### src/rtl/spr_pkg.sv
`timescale 1ns / 1ps
// ----------------------------------------------------------------------------
// spr_pkg
// Shared types and constants of the serial port register block.
// ----------------------------------------------------------------------------
package spr_pkg;

    localparam int FRAME_BITS  = 11;
    localparam int OVERSAMPLE  = 16;
    localparam int FRAME_MULT  = FRAME_BITS * OVERSAMPLE;
    localparam int TICKS_W     = 24;

    // opcodes
    localparam logic [1:0] OP_READ  = 2'd0;
    localparam logic [1:0] OP_WRITE = 2'd1;
    localparam logic [1:0] OP_TICK  = 2'd2;
    localparam logic [1:0] OP_RXCHR = 2'd3;

    // register selects
    localparam logic [1:0] REG_DATA = 2'd0;
    localparam logic [1:0] REG_CTRL = 2'd1;
    localparam logic [1:0] REG_DIV  = 2'd2;
    localparam logic [1:0] REG_NONE = 2'd3;

    localparam logic [15:0] CTRL_STORE_MASK = 16'h403F;
    localparam logic [15:0] CTRL_CLEAR_ERR  = 16'h0040;
    localparam logic [15:0] CTRL_TX_IEN     = 16'h0010;
    localparam logic [15:0] CTRL_RX_IEN     = 16'h0020;
    localparam logic [15:0] CTRL_LOW_MASK   = 16'h003F;
    localparam logic [15:0] CTRL_TXBRK      = 16'h4000;
    localparam logic [15:0] STAT_RBF        = 16'h0080;
    localparam logic [15:0] STAT_TBE        = 16'h0100;
    localparam logic [15:0] STAT_OVERRUN    = 16'h0800;
    localparam logic [15:0] STAT_SERIN      = 16'h2000;
    localparam logic [15:0] STAT_TXBRK      = 16'h4000;
    localparam logic [15:0] STAT_ERROR      = 16'h8000;

    localparam logic [TICKS_W-1:0] FRAME_TICKS_RST = TICKS_W'(FRAME_MULT);

    typedef struct packed {
        logic [1:0]  opcode;
        logic [1:0]  reg_select;
        logic [15:0] write_data;
        logic [7:0]  rx_byte;
    } t_item;

    typedef struct packed {
        logic [15:0] read_data;
        logic        tx_valid;
        logic [7:0]  tx_byte;
        logic        irq_pulse;
    } t_result;

endpackage

### src/rtl/spr_if.sv
`timescale 1ns / 1ps
// ----------------------------------------------------------------------------
// spr_in_if / spr_out_if
// Valid/ready channels for input beats and result beats.
// ----------------------------------------------------------------------------
interface spr_in_if;
    logic        valid;
    logic        ready;
    logic [1:0]  opcode;
    logic [1:0]  reg_select;
    logic [15:0] write_data;
    logic [7:0]  rx_byte;

    modport source (output valid, opcode, reg_select, write_data, rx_byte, input ready);
    modport sink   (input valid, opcode, reg_select, write_data, rx_byte, output ready);
endinterface

interface spr_out_if;
    logic        valid;
    logic        ready;
    logic [15:0] read_data;
    logic        tx_valid;
    logic [7:0]  tx_byte;
    logic        irq_pulse;

    modport source (output valid, read_data, tx_valid, tx_byte, irq_pulse, input ready);
    modport sink   (input valid, read_data, tx_valid, tx_byte, irq_pulse, output ready);
endinterface

### src/rtl/spr_core.sv
`timescale 1ns / 1ps
// ----------------------------------------------------------------------------
// spr_core
// Register state and per-beat update: bus access, transmit double buffer
// with frame timer, receive holding byte with overrun latch.
// ----------------------------------------------------------------------------
module spr_core (
    input  logic             i_clk,
    input  logic             i_rst_n,
    input  logic             i_fire,
    input  spr_pkg::t_item   i_item,
    output spr_pkg::t_result o_result
);

    logic [15:0] r_ctrl, n_ctrl;
    logic [15:0] r_div, n_div;
    logic        r_ovr, n_ovr;
    logic [7:0]  r_rx_hold, n_rx_hold;
    logic        r_rx_full, n_rx_full;
    logic [7:0]  r_tx_hold, n_tx_hold;
    logic        r_tx_hold_full, n_tx_hold_full;
    logic [7:0]  r_tx_shift, n_tx_shift;
    logic        r_tx_busy, n_tx_busy;
    logic [spr_pkg::TICKS_W-1:0] r_ticks, n_ticks;
    // frame length for the current divider, refreshed on divider writes
    logic [spr_pkg::TICKS_W-1:0] r_frame, n_frame;

    logic [spr_pkg::TICKS_W-1:0] ticks_dec;
    logic [15:0]                 status;
    logic [16:0]                 div_p1;

    assign ticks_dec = (r_ticks != '0) ? r_ticks - 1'b1 : r_ticks;
    assign div_p1    = {1'b0, i_item.write_data} + 17'd1;

    always_comb begin
        status = r_ctrl & spr_pkg::CTRL_LOW_MASK;
        if (r_rx_full)      status = status | spr_pkg::STAT_RBF;
        if (!r_tx_hold_full) status = status | spr_pkg::STAT_TBE;
        if (r_ovr)          status = status | spr_pkg::STAT_OVERRUN | spr_pkg::STAT_ERROR;
        status = status | spr_pkg::STAT_SERIN;
        if ((r_ctrl & spr_pkg::CTRL_TXBRK) != '0) status = status | spr_pkg::STAT_TXBRK;
    end

    always_comb begin
        n_ctrl         = r_ctrl;
        n_div          = r_div;
        n_ovr          = r_ovr;
        n_rx_hold      = r_rx_hold;
        n_rx_full      = r_rx_full;
        n_tx_hold      = r_tx_hold;
        n_tx_hold_full = r_tx_hold_full;
        n_tx_shift     = r_tx_shift;
        n_tx_busy      = r_tx_busy;
        n_ticks        = r_ticks;
        n_frame        = r_frame;
        o_result       = '0;

        case (i_item.opcode)
            spr_pkg::OP_READ: begin
                case (i_item.reg_select)
                    spr_pkg::REG_DATA: begin
                        o_result.read_data = {8'd0, r_rx_hold};
                        n_rx_full          = 1'b0;
                    end
                    spr_pkg::REG_CTRL: o_result.read_data = status;
                    spr_pkg::REG_DIV:  o_result.read_data = r_div;
                    default:           o_result.read_data = '0;
                endcase
            end
            spr_pkg::OP_WRITE: begin
                case (i_item.reg_select)
                    spr_pkg::REG_DATA: begin
                        if (!r_tx_busy) begin
                            n_tx_shift = i_item.write_data[7:0];
                            n_tx_busy  = 1'b1;
                            n_ticks    = r_frame;
                        end else begin
                            n_tx_hold      = i_item.write_data[7:0];
                            n_tx_hold_full = 1'b1;
                        end
                    end
                    spr_pkg::REG_CTRL: begin
                        n_ctrl = i_item.write_data & spr_pkg::CTRL_STORE_MASK;
                        if ((i_item.write_data & spr_pkg::CTRL_CLEAR_ERR) != '0) begin
                            n_ovr = 1'b0;
                        end
                    end
                    spr_pkg::REG_DIV: begin
                        n_div   = i_item.write_data;
                        n_frame = spr_pkg::TICKS_W'(div_p1 * spr_pkg::TICKS_W'(
                                  spr_pkg::FRAME_MULT));
                    end
                    default: ;
                endcase
            end
            spr_pkg::OP_TICK: begin
                if (r_tx_busy) begin
                    n_ticks = ticks_dec;
                    if (ticks_dec == '0) begin
                        o_result.tx_valid = 1'b1;
                        o_result.tx_byte  = r_tx_shift;
                        n_tx_busy         = 1'b0;
                        if (r_tx_hold_full) begin
                            n_tx_shift     = r_tx_hold;
                            n_tx_hold_full = 1'b0;
                            n_tx_busy      = 1'b1;
                            n_ticks        = r_frame;
                            if ((r_ctrl & spr_pkg::CTRL_TX_IEN) != '0) begin
                                o_result.irq_pulse = 1'b1;
                            end
                        end
                    end
                end
            end
            default: begin
                if (r_rx_full) begin
                    n_ovr = 1'b1;
                end else begin
                    n_rx_hold = i_item.rx_byte;
                    n_rx_full = 1'b1;
                end
                if ((r_ctrl & spr_pkg::CTRL_RX_IEN) != '0) o_result.irq_pulse = 1'b1;
            end
        endcase
    end

    always_ff @(posedge i_clk) begin
        if (!i_rst_n) begin
            r_ctrl         <= '0;
            r_div          <= '0;
            r_ovr          <= 1'b0;
            r_rx_hold      <= '0;
            r_rx_full      <= 1'b0;
            r_tx_hold      <= '0;
            r_tx_hold_full <= 1'b0;
            r_tx_shift     <= '0;
            r_tx_busy      <= 1'b0;
            r_ticks        <= '0;
            r_frame        <= spr_pkg::FRAME_TICKS_RST;
        end else if (i_fire) begin
            r_ctrl         <= n_ctrl;
            r_div          <= n_div;
            r_ovr          <= n_ovr;
            r_rx_hold      <= n_rx_hold;
            r_rx_full      <= n_rx_full;
            r_tx_hold      <= n_tx_hold;
            r_tx_hold_full <= n_tx_hold_full;
            r_tx_shift     <= n_tx_shift;
            r_tx_busy      <= n_tx_busy;
            r_ticks        <= n_ticks;
            r_frame        <= n_frame;
        end
    end

endmodule

### src/rtl/serial_port_register_block_top.sv
`timescale 1ns / 1ps
// ----------------------------------------------------------------------------
// serial_port_register_block_top
// Beats pass the input register, then the result register; throughput one
// beat per cycle when the output does not stall, set by the state update in
// spr_core; stalls back up through the input register. Reset (synchronous,
// active low) clears valid flags and core state only; no clearing pass.
// ----------------------------------------------------------------------------
module serial_port_register_block_top (
    input  logic      i_clk,
    input  logic      i_rst_n,
    spr_in_if.sink    i_in,
    spr_out_if.source o_out
);

    logic             r_in_valid;
    spr_pkg::t_item   r_in_item;
    logic             r_out_valid;
    spr_pkg::t_result r_out_res;
    spr_pkg::t_result core_res;
    logic             advance;

    assign advance    = r_in_valid && (!r_out_valid || o_out.ready);
    assign i_in.ready = !r_in_valid || advance;

    spr_core u_core (
        .i_clk    (i_clk),
        .i_rst_n  (i_rst_n),
        .i_fire   (advance),
        .i_item   (r_in_item),
        .o_result (core_res)
    );

    always_ff @(posedge i_clk) begin
        if (!i_rst_n) begin
            r_in_valid  <= 1'b0;
            r_out_valid <= 1'b0;
        end else begin
            if (i_in.ready) r_in_valid <= i_in.valid;
            if (advance) begin
                r_out_valid <= 1'b1;
            end else if (o_out.ready) begin
                r_out_valid <= 1'b0;
            end
        end
    end

    always_ff @(posedge i_clk) begin
        if (i_in.valid && i_in.ready) begin
            r_in_item.opcode     <= i_in.opcode;
            r_in_item.reg_select <= i_in.reg_select;
            r_in_item.write_data <= i_in.write_data;
            r_in_item.rx_byte    <= i_in.rx_byte;
        end
        if (advance) r_out_res <= core_res;
    end

    assign o_out.valid     = r_out_valid;
    assign o_out.read_data = r_out_res.read_data;
    assign o_out.tx_valid  = r_out_res.tx_valid;
    assign o_out.tx_byte   = r_out_res.tx_byte;
    assign o_out.irq_pulse = r_out_res.irq_pulse;

endmodule
### src/flat_wrapper.sv
// flat-port wrapper written by rule: the top's interface ports become plain ports
module serial_port_register_block_top_flat 
  (i_clk, i_rst_n, i_in_valid, i_in_opcode, i_in_reg_select, i_in_write_data, i_in_rx_byte, i_in_ready, o_out_valid, o_out_read_data, o_out_tx_valid, o_out_tx_byte, o_out_irq_pulse, o_out_ready);
  spr_in_if i_in_i ();
  spr_out_if o_out_i ();
  input  logic i_clk;
  input  logic i_rst_n;
  input wire logic [$bits(i_in_i.valid)-1:0] i_in_valid;
  input wire logic [$bits(i_in_i.opcode)-1:0] i_in_opcode;
  input wire logic [$bits(i_in_i.reg_select)-1:0] i_in_reg_select;
  input wire logic [$bits(i_in_i.write_data)-1:0] i_in_write_data;
  input wire logic [$bits(i_in_i.rx_byte)-1:0] i_in_rx_byte;
  output wire logic [$bits(i_in_i.ready)-1:0] i_in_ready;
  output wire logic [$bits(o_out_i.valid)-1:0] o_out_valid;
  output wire logic [$bits(o_out_i.read_data)-1:0] o_out_read_data;
  output wire logic [$bits(o_out_i.tx_valid)-1:0] o_out_tx_valid;
  output wire logic [$bits(o_out_i.tx_byte)-1:0] o_out_tx_byte;
  output wire logic [$bits(o_out_i.irq_pulse)-1:0] o_out_irq_pulse;
  input wire logic [$bits(o_out_i.ready)-1:0] o_out_ready;
  assign i_in_i.valid = i_in_valid;
  assign i_in_i.opcode = i_in_opcode;
  assign i_in_i.reg_select = i_in_reg_select;
  assign i_in_i.write_data = i_in_write_data;
  assign i_in_i.rx_byte = i_in_rx_byte;
  assign i_in_ready = i_in_i.ready;
  assign o_out_valid = o_out_i.valid;
  assign o_out_read_data = o_out_i.read_data;
  assign o_out_tx_valid = o_out_i.tx_valid;
  assign o_out_tx_byte = o_out_i.tx_byte;
  assign o_out_irq_pulse = o_out_i.irq_pulse;
  assign o_out_i.ready = o_out_ready;
  serial_port_register_block_top u_core (.i_clk(i_clk), .i_rst_n(i_rst_n), .i_in(i_in_i), .o_out(o_out_i));
endmodule
### config.mk
export PLATFORM = sky130hd
export DESIGN_NAME = serial_port_register_block_top_flat
export DESIGN_NICKNAME = d
export VERILOG_FILES = /design/src/rtl/spr_pkg.sv /design/src/rtl/spr_if.sv /design/src/rtl/spr_core.sv /design/src/rtl/serial_port_register_block_top.sv /design/src/flat_wrapper.sv
export SDC_FILE = /design/constraint.sdc
export NUM_CORES = 1
export LEC_CHECK = 0
export BUFFER_PORTS_ARGS = -buffer_cell sky130_fd_sc_hd__buf_2
export CAP_MARGIN = 20
export CORE_ASPECT_RATIO = 0.7
export CORE_MARGIN = 2
export CORE_UTILIZATION = 50
export DETAILED_ROUTE_END_ITERATION = 12
export PLACE_DENSITY = 0.68
export SYNTH_ARGS = -nofsm -noshare
export SYNTH_HDL_FRONTEND = slang
export SYNTH_SLANG_ARGS = --single-unit
### constraint.sdc
create_clock -name i_clk -period 7.4 [get_ports i_clk]
set_input_delay 1.11 -clock i_clk [delete_from_list [all_inputs] [get_ports i_clk]]
set_output_delay 1.11 -clock i_clk [all_outputs]
set_load 0.005 [all_outputs]
# Yosys cells after proc, flatten, opt, wreduce, memory -nomap -nowiden

Cells that the tools add are included.
W data, S select, Z words.

Bits in registers: 151
Memories: 0
Memory bits (writable): 0
Output and inout bits: 28
Bits in latches: 0
Word-level logic and storage cells: 112
Input bits: 32
Bits in read-only memories: 0

Muxes and demuxes: 42
Equal/unequal tests: 13
Reduce and logical (&&, ||, !) cells: 29
Multiply operators: 1
Divide/modulo/power cells: 0
$lt $le $gt $ge: 0
Add/subtract/negate cells: 2
Shift-type cells: 0
Bitwise logic cells: 4

Operators with widths:

| operator                | count |
|---|---|
| $mux W24                | 6 |
| $mux W8                 | 6 |
| $pmux W16 S3            | 1 |
| $pmux W24 S2            | 1 |
| $logic_not A24 Y1       | 1 |
| $reduce_bool A24 Y1     | 1 |
| $sub A24 B1 Y24 const B | 1 |
| $mul A17 B4 Y20 const B | 1 |
| $mux W1                 | 18 |
| $reduce_and A3 Y1       | 6 |
| $add A16 B1 Y17 const B | 1 |
| $mux W16                | 1 |
| $pmux W8 S2             | 1 |
| $mux W15                | 1 |
| $mux W10                | 1 |
| $ne A2 B2 Y1 const B    | 5 |
| $pmux W1 S2             | 5 |
| $reduce_and A5 Y1       | 2 |
| $mux W9                 | 1 |
| $ne A2 B1 Y1 const B    | 4 |
| $reduce_and A7 Y1       | 1 |
| $reduce_and A6 Y1       | 1 |
| $reduce_bool A2 Y1      | 3 |
| $reduce_or A2 Y1        | 3 |
| other kinds (10)        | 19 |

# Longest topological paths before layout

Gate-level depths: netlist of the first run.

Depth in word-level cells: 6
Depth in mapped cells: 19
Depth with buffers taken out: 19

# Hierarchy

Synthesis of the first run repeated with hierarchy kept, for this count alone.

Cells, all modules: 990
Area, all modules: 8948.6 µm²

By module, submodules not included:

| module                         | instances | area each (µm²) | cells each | seq. area each (µm²) |
|---|---|---|---|---|
| spr_core                       | 1         | 7223.2          | 927        | 1901.8 |
| serial_port_register_block_top | 1         | 1725.4          | 63         | 1661.6 |

# Worst setup path before layout of the first run

Ideal clock, no wire load.

Path kind: register -> register
Start point: register u_core.r_in_item[10] in the netlist's numbering
End point: register u_core.u_core.r_frame[23] in the netlist's numbering
Period minus slack after synthesis: 3977 ps
Data required time: 7267 ps
Stages on the path, launching flop included: 19
Arrival time: 3845 ps
Slack: 3423 ps
Buffers on the path: 0
Library setup time: 133 ps
Path through: edfxtp_1 > nand3_1 > nor2_1 > nand3_1 > xor2_1 > inv_1 > ha_1 > inv_1 > fa_1 > inv_1 > ha_1 > a21oi_1 > o21ai_0 > a41oi_1 > o211ai_1 > a311oi_1 > o21bai_1 > xnor2_1 > a21oi_1

Cells in the longest elaborated chain, start to end: 2

RTL lines:

| what                   | RTL line                             | source |
|---|---|---|
| start: declaration     | serial_port_register_block_top.sv:17 | `spr_pkg::t_item r_in_item;` |
| $add A16 B1 Y17        | spr_core.sv:33                       | `assign div_p1 = {1'b0, i_item.write_data} + 17'd1;` |
| $mul A17 B4 Y20        | spr_core.sv:90                       | `n_frame = spr_pkg::TICKS_W'(div_p1 * spr_pkg::TICKS_W'(` |
| end signal: assignment | spr_core.sv:139                      | `r_frame <= spr_pkg::FRAME_TICKS_RST;` |
| end signal: assignment | spr_core.sv:151                      | `r_frame <= n_frame;` |
| end: declaration       | spr_core.sv:26                       | `logic [spr_pkg::TICKS_W-1:0] r_frame, n_frame;` |

Every way passes these cells.
A chain may end at the register's enable or synchronous reset.

# Worst setup path in the final report of the first run

Ends and elaborated chain as after synthesis.

==> impl_metrics.toml, run 1 <==
[floorplan]
start_util_pct = 51.8
rows = 39
core_um2 = 16500
ios = 60
die_w_um = 160
die_h_um = 113
fp.dieArea_um2 = 18200

[layout]
area_growth_pct = 11.8
fin_cells = 1234
layout.nets = 1087
n_antenna_cell = 0
drive_above_1_share_pct = 11.6
fin_util_pct = 57.9

[clocking]
ctsResizeCount = 0
clock_path_buffers = 2
clock_sinks = 151
numCtsBuffers = 17
clock_latency_ns = 0.43
cts_tree = "done"
cts-root-buf = "clkbuf_16"
clk_pin_slew_ns = 0.07
cts_setup_buffers = 0
ctsHoldBuffers = 0
h-tree-depth = 4

[synth]
yosys_warnings = 0
synth_edf_count = 54
synth.avg_cell_area_um2 = 8.89
synth_nets = 1052
ys_top_cells_by_area = "dfxtp_1 (23%), edfxtp_1 (19%), ha_1 (6.6%), nand2_1 (5.4%), mux2i_1 (4.2%)"
ys_ff_latch = 151
seq_area_frac_synth_pct = 41.7
synth.top_cells.by_count = "nand2_1 (122), dfxtp_1 (97), inv_1 (84)"
yosysMostFrequentCell = "nand2_1"
synth_cell_type_count = 62
syn-cell-area_um2 = 8540
synth-async-reset-ratio_pct = 0
ys.flop_type = "dfxtp_1"
syn_inst = 961
yosysTopAreaCellShare_pct = 22.7
synth_area_leader_cell = "dfxtp_1"

[global_route]
grt_use_total_pct = 22.4
antenna_found_initial = 0
overflow = 0
grt_start_max_net_pins = 75
grt_pass1_wl_um = 32400
grt_pass1_vias = 6124

[critical_path]
path_max_fanout = 7
worst_ep_required_time_ns = 7.71
start_kind = "flip-flop"
path_class = "flip-flop to flip-flop"
cp-end-kind = "flip-flop"
crit_arrival_ns = 4.99
ff2ff_path_depth = 18

[hold_path]
hp-class = "flip-flop to flip-flop"
hold_depth = 2

[drt]
postRouteAntennaNets = 0
drt_iter0_markers = 592
avgViaCountPerCell = 5.69
drc = 0
vias = 7026
drt_wl_total_um = 20200
drtPass1Iterations = 5
wl_per_cell_um = 16.4

[power]
peakVddDrop_v = 0.000134
p_comb_share_pct = 21.1
switchingPower_mw = 0.686
p_seq_share_pct = 40.1
clkPwrFrac_pct = 38.8
p_int_mw = 1.58
cellPowerDensity_nw_per_um2 = 237
cellLeakagePower_nw = 4.05
swShare_pct = 30.3

[sta]
period_needed_ns = 4.68
hold_viol = 0
setup_viol = 0
skew_ns = 0.00815
max-slew-margin-rel_pct = 36.9
fmax_ghz = 0.214
worst_slew_pin_slew_ns = 0.947
grt_setup_unrepaired = "no"
setup_tns_ns = 0
finalCritPeriodShare_pct = 63.3
fin_ws_ns = 2.72
maxSlewViolCount = 0

[place]
globalplace.congestion = 0.923
dp_cells = 1202
port_buffers = 59
hpwl_um = 14300
pre_cts_ws_ns = 2.82

[status]
status = "finished clean"

[flow_run]
max_cap_viol_count = 0
[cell usage in the layout, fill, tap and decap left out, types with 32 or more instances in the layout]
master and count:
ha_1 45, a21oi_1 56, dfxtp_1 97, mux2i_1 36, nor2_1 72, nor3_1 32
o21ai_0 39, nand2_1 122, buf_2 59, inv_1 83, edfxtp_1 54
[final timing paths]
check,startpoint,end,slack [ns]
max,u_core.r_in_item[10],u_core.u_core.r_frame[23],2.72
min,u_core.u_core.r_div[9],u_core.u_core.r_div[9],0.45
max reg2reg,u_core.r_in_item[10],u_core.u_core.r_frame[23],2.72
min reg2reg,u_core.u_core.r_div[9],u_core.u_core.r_div[9],0.45
[logic make-up after synthesis]
logic type | after synthesis | synth area share, %
DFF | 151 | 41.7
AOI/OAI and AO/OA | 173 | 12.8
xor gates and xnor gates | 33 | 3.38
adders and majority gates | 59 | 9.87
buffers and inverters | 136 | 6.40
and+or+nand+nor | 373 | 21.6
muxes | 36 | 4.22
[layer usage]
layer / vias to the layer above / routed length [µm] / GRT usage, %
met5: - / 0 / 0
met4: 0 / 189 / 5.59
met3: 17 / 1300 / 4.14
met2: 198 / 8160 / 30.8
met1: 3374 / 10500 / 35.8
li1: 3437 / - / -
[worst max-delay path, stage by stage, from the launching register on]
cell,delay (ns)
edfxtp_1,0.47
nand3_1,0.15
nor2_1,0.22
nand3_1,0.26
xor2_1,0.33
inv_1,0.12
ha_1,0.29
inv_1,0.05
fa_1,0.53
inv_1,0.04
ha_1,0.32
a21oi_1,0.29
o21ai_0,0.21
a41oi_1,0.47
o211ai_1,0.18
a311oi_1,0.31
o21bai_1,0.11
xnor2_1,0.15
a21oi_1,0.08
[stage by stage]
stage	total power, mW	area [µm²]	hold WS, ns
after floorplan	1.29	8540	0.431
after global placement	1.39	8960	0.440
after detailed placement	1.39	8960	0.444
after CTS	2.27	9550	0.453
after global routing	2.36	9550	0.460
final	2.26	9550	0.450
[power groups by stage]
stage | sequential (mW) | combinational [mW] | clock, mW
2_1_floorplan | 0.914 | 0.373 | 0
3_3_place_gp | 0.923 | 0.466 | 0
3_5_place_dp | 0.924 | 0.470 | 0
4_1_cts | 0.906 | 0.476 | 0.888
5_1_grt | 0.909 | 0.536 | 0.919
6_report | 0.906 | 0.478 | 0.877
[state kept, by name, indices dropped and copies added, names as in the netlist, 7 cells and up]
signal,count
u_core.u_core.r_tx_shift,8
u_core.u_core.r_tx_hold,8
u_core.o_out.read_data,16
u_core.u_core.r_ctrl,7
u_core.u_core.r_frame,20
u_core.r_in_item,28
u_core.u_core.r_div,16
u_core.u_core.r_rx_hold,8
u_core.u_core.r_ticks,24
u_core.o_out.tx_byte,8
[layout make-up]
| type | instances | area (µm²) |
|---|---|---|
| clock buffer | 18 | 429 |
| fill | 1470 | 6940 |
| clock inverter | 14 | 163 |
| sequential | 151 | 3560 |
| tap | 225 | 282 |
| inverter | 84 | 315 |
| multi-input combinational | 674 | 4440 |
| timing repair buffer | 68 | 363 |
(Power assumes the default switching activity.)
==> run 2, diff against run 1 <==
==> constraint.sdc (replaced) <==
create_clock -name i_clk -period 4.8 [get_ports i_clk]
set_input_delay 0.72 -clock i_clk [delete_from_list [all_inputs] [get_ports i_clk]]
set_output_delay 0.72 -clock i_clk [all_outputs]
set_load 0.005 [all_outputs]
==> run 2 against run 1 <==
  * Register-to-register slack worse by 2.5 ns
  * Clock skew about the same
  * Power increased by 51%
  * Clock power grew 45%
  * Largest cell class unchanged
==> impl_metrics.toml, run 2 (synthesized netlist as in run 1, its figures left out) <==
[critical_path]
cp_common_cell = "inv_1"
regToRegEndpoint = "u_core.u_core.r_frame[23]"
start_kind = "flip-flop"
r2r_setup_slack_ns = 0.26
path_max_fanout = 6
path_class = "flip-flop to flip-flop"
ff2ff_path_depth = 18
slowest_stage = "fa_1"
max_stage_delay_ns = 0.54
crit-reg2reg-launch = "u_core.r_in_item[8]"
critical-path-top-delay-family = "compound AO/OA/AOI/OAI gates"
worst-path-buf-inv = 3
worst_ep_required_time_ns = 5.10
crit_arrival_ns = 4.84
crit_chain = "nand3_1 -> nor2_1 -> nand3_1 -> xor2_1 -> inv_1 -> ha_1 -> inv_1 -> fa_1 -> inv_1 -> ha_1 -> a21oi_1 -> o21ai_0 -> a41oi_1 -> o211ai_1 -> a311oi_1 -> o21bai_1 -> xnor2_1 -> a21oi_1"
cp-end-kind = "flip-flop"

[hold_path]
hold_depth = 2
hp-class = "flip-flop to flip-flop"
worst_hold_startpoint = "u_core.u_core.r_frame[15]"
whs_endpoint = "u_core.u_core.r_frame[15]"

[place]
pre_cts_ws_ns = 0.356
port_buffers = 59
hpwl_um = 14600
globalplace.congestion = 0.896

[clocking]
cts-root-buf = "clkbuf_16"
cts_tree = "done"
clock_path_buffers = 2
numCtsBuffers = 17
ctsHoldBuffers = 0
cts_setup_buffers = 0
clock_latency_ns = 0.43
ctsResizeCount = 0
clk_pin_slew_ns = 0.07
clock_sinks = 151
h-tree-depth = 4

[flow_run]
max_cap_viol_count = 0

[drt]
drt_iter0_markers = 557
avgViaCountPerCell = 5.60
drt_wl_total_um = 20000
drc = 0
postRouteAntennaNets = 0
wl_per_cell_um = 16.1
vias = 6961
drtPass1Iterations = 5

[sta]
hold_viol = 0
fmax_ghz = 0.220
fin_hold_ws_ns = 0.455
grt_setup_unrepaired = "no"
maxSlewViolCount = 0
setup_tns_ns = 0
worst_slew_pin_slew_ns = 1.10
setup_viol = 0
finalCritPeriodShare_pct = 94.5
period_needed_ns = 4.54
max-slew-margin-rel_pct = 26.8
fin_ws_ns = 0.264
skew_ns = 0.00805

[layout]
n_antenna_cell = 0
reg_top3 = "u_core.r_in_item x28, u_core.u_core.r_ticks x24, u_core.u_core.r_frame x20"
layout.nets = 1095
layout_commonest_cell = "nand2_1"
drive_above_1_share_pct = 12.3
largest_register = "u_core.r_in_item"
final_cell_mix = "nand2_1 (122), dfxtp_1 (97), inv_1 (83), nor2_1 (72), buf_2 (59)"
area_growth_pct = 12.2
largest_register_ffs = 28

[floorplan]
core_um2 = 16500
start_util_pct = 51.8
die_h_um = 113
fp.dieArea_um2 = 18200
die_w_um = 160
ios = 60
rows = 39

[global_route]
grt_pass1_wl_um = 32700
grt_use_total_pct = 22.7
grt_start_max_net_pins = 53
antenna_found_initial = 0
grt_pass1_vias = 6368
overflow = 0

[power]
cellPowerDensity_nw_per_um2 = 356
peakVddDrop_v = 0.000184
cellLeakagePower_nw = 4.07
total_power_mw = 3.41

[status]
status = "finished clean"
run 2: layout make-up:
cell class                      instances  area [µm²]
Timing Repair Buffer                   76         430
Multi-Input combinational cell        674        4440
Clock buffer                           17         425
Sequential cell                       151        3560
Fill cell                            1518        6910
Clock inverter                         15         131
Inverter                               84         315
Tap cell                              225         282
run 2: stage by stage:
step | util [%] | cells | instance area (µm²)
floorplan | - | 961 | 8540
global placement | 54.7 | 1209 | 9010
detailed placement | 54.7 | 1209 | 9010
CTS | 58.0 | 1241 | 9570
global route | 58.1 | 1242 | 9590
finish | 58.1 | 1242 | 9590
run 2: worst min-delay path: cells and delay by family, from the launching register on:
family	cells	cell delay [ns]
simple gates	1	0.05
flops	1	0.31
compound gates	1	0.05
run 2: worst max path at each step:
stage	from	end	slack [ns]	cells after the start
after floorplan	u_core.r_in_item[10]	u_core.u_core.r_frame[23]	0.82	18
after global placement	u_core.r_in_item[10]	u_core.u_core.r_frame[23]	0.52	18
after detailed placement	u_core.r_in_item[10]	u_core.u_core.r_frame[23]	0.36	18
after CTS	u_core.r_in_item[8]	u_core.u_core.r_frame[23]	0.31	18
after global routing	u_core.r_in_item[10]	u_core.u_core.r_frame[23]	0.0003	18
final	u_core.r_in_item[8]	u_core.u_core.r_frame[23]	0.26	18
run 2: report_power, final:
part | total, mW | internal (mW) | switching [mW]
clock network | 1.27 | 0.682 | 0.590
logic | 0.748 | 0.300 | 0.447
registers | 1.39 | 1.36 | 0.0333
run 2: layer usage:
layer	up-vias	global-route usage (%)	wire, µm
met5	-	0	0
met4	0	6.49	201
met3	21	4.47	1310
met2	215	32.9	8200
met1	3277	34.5	10300
li1	3448	-	-
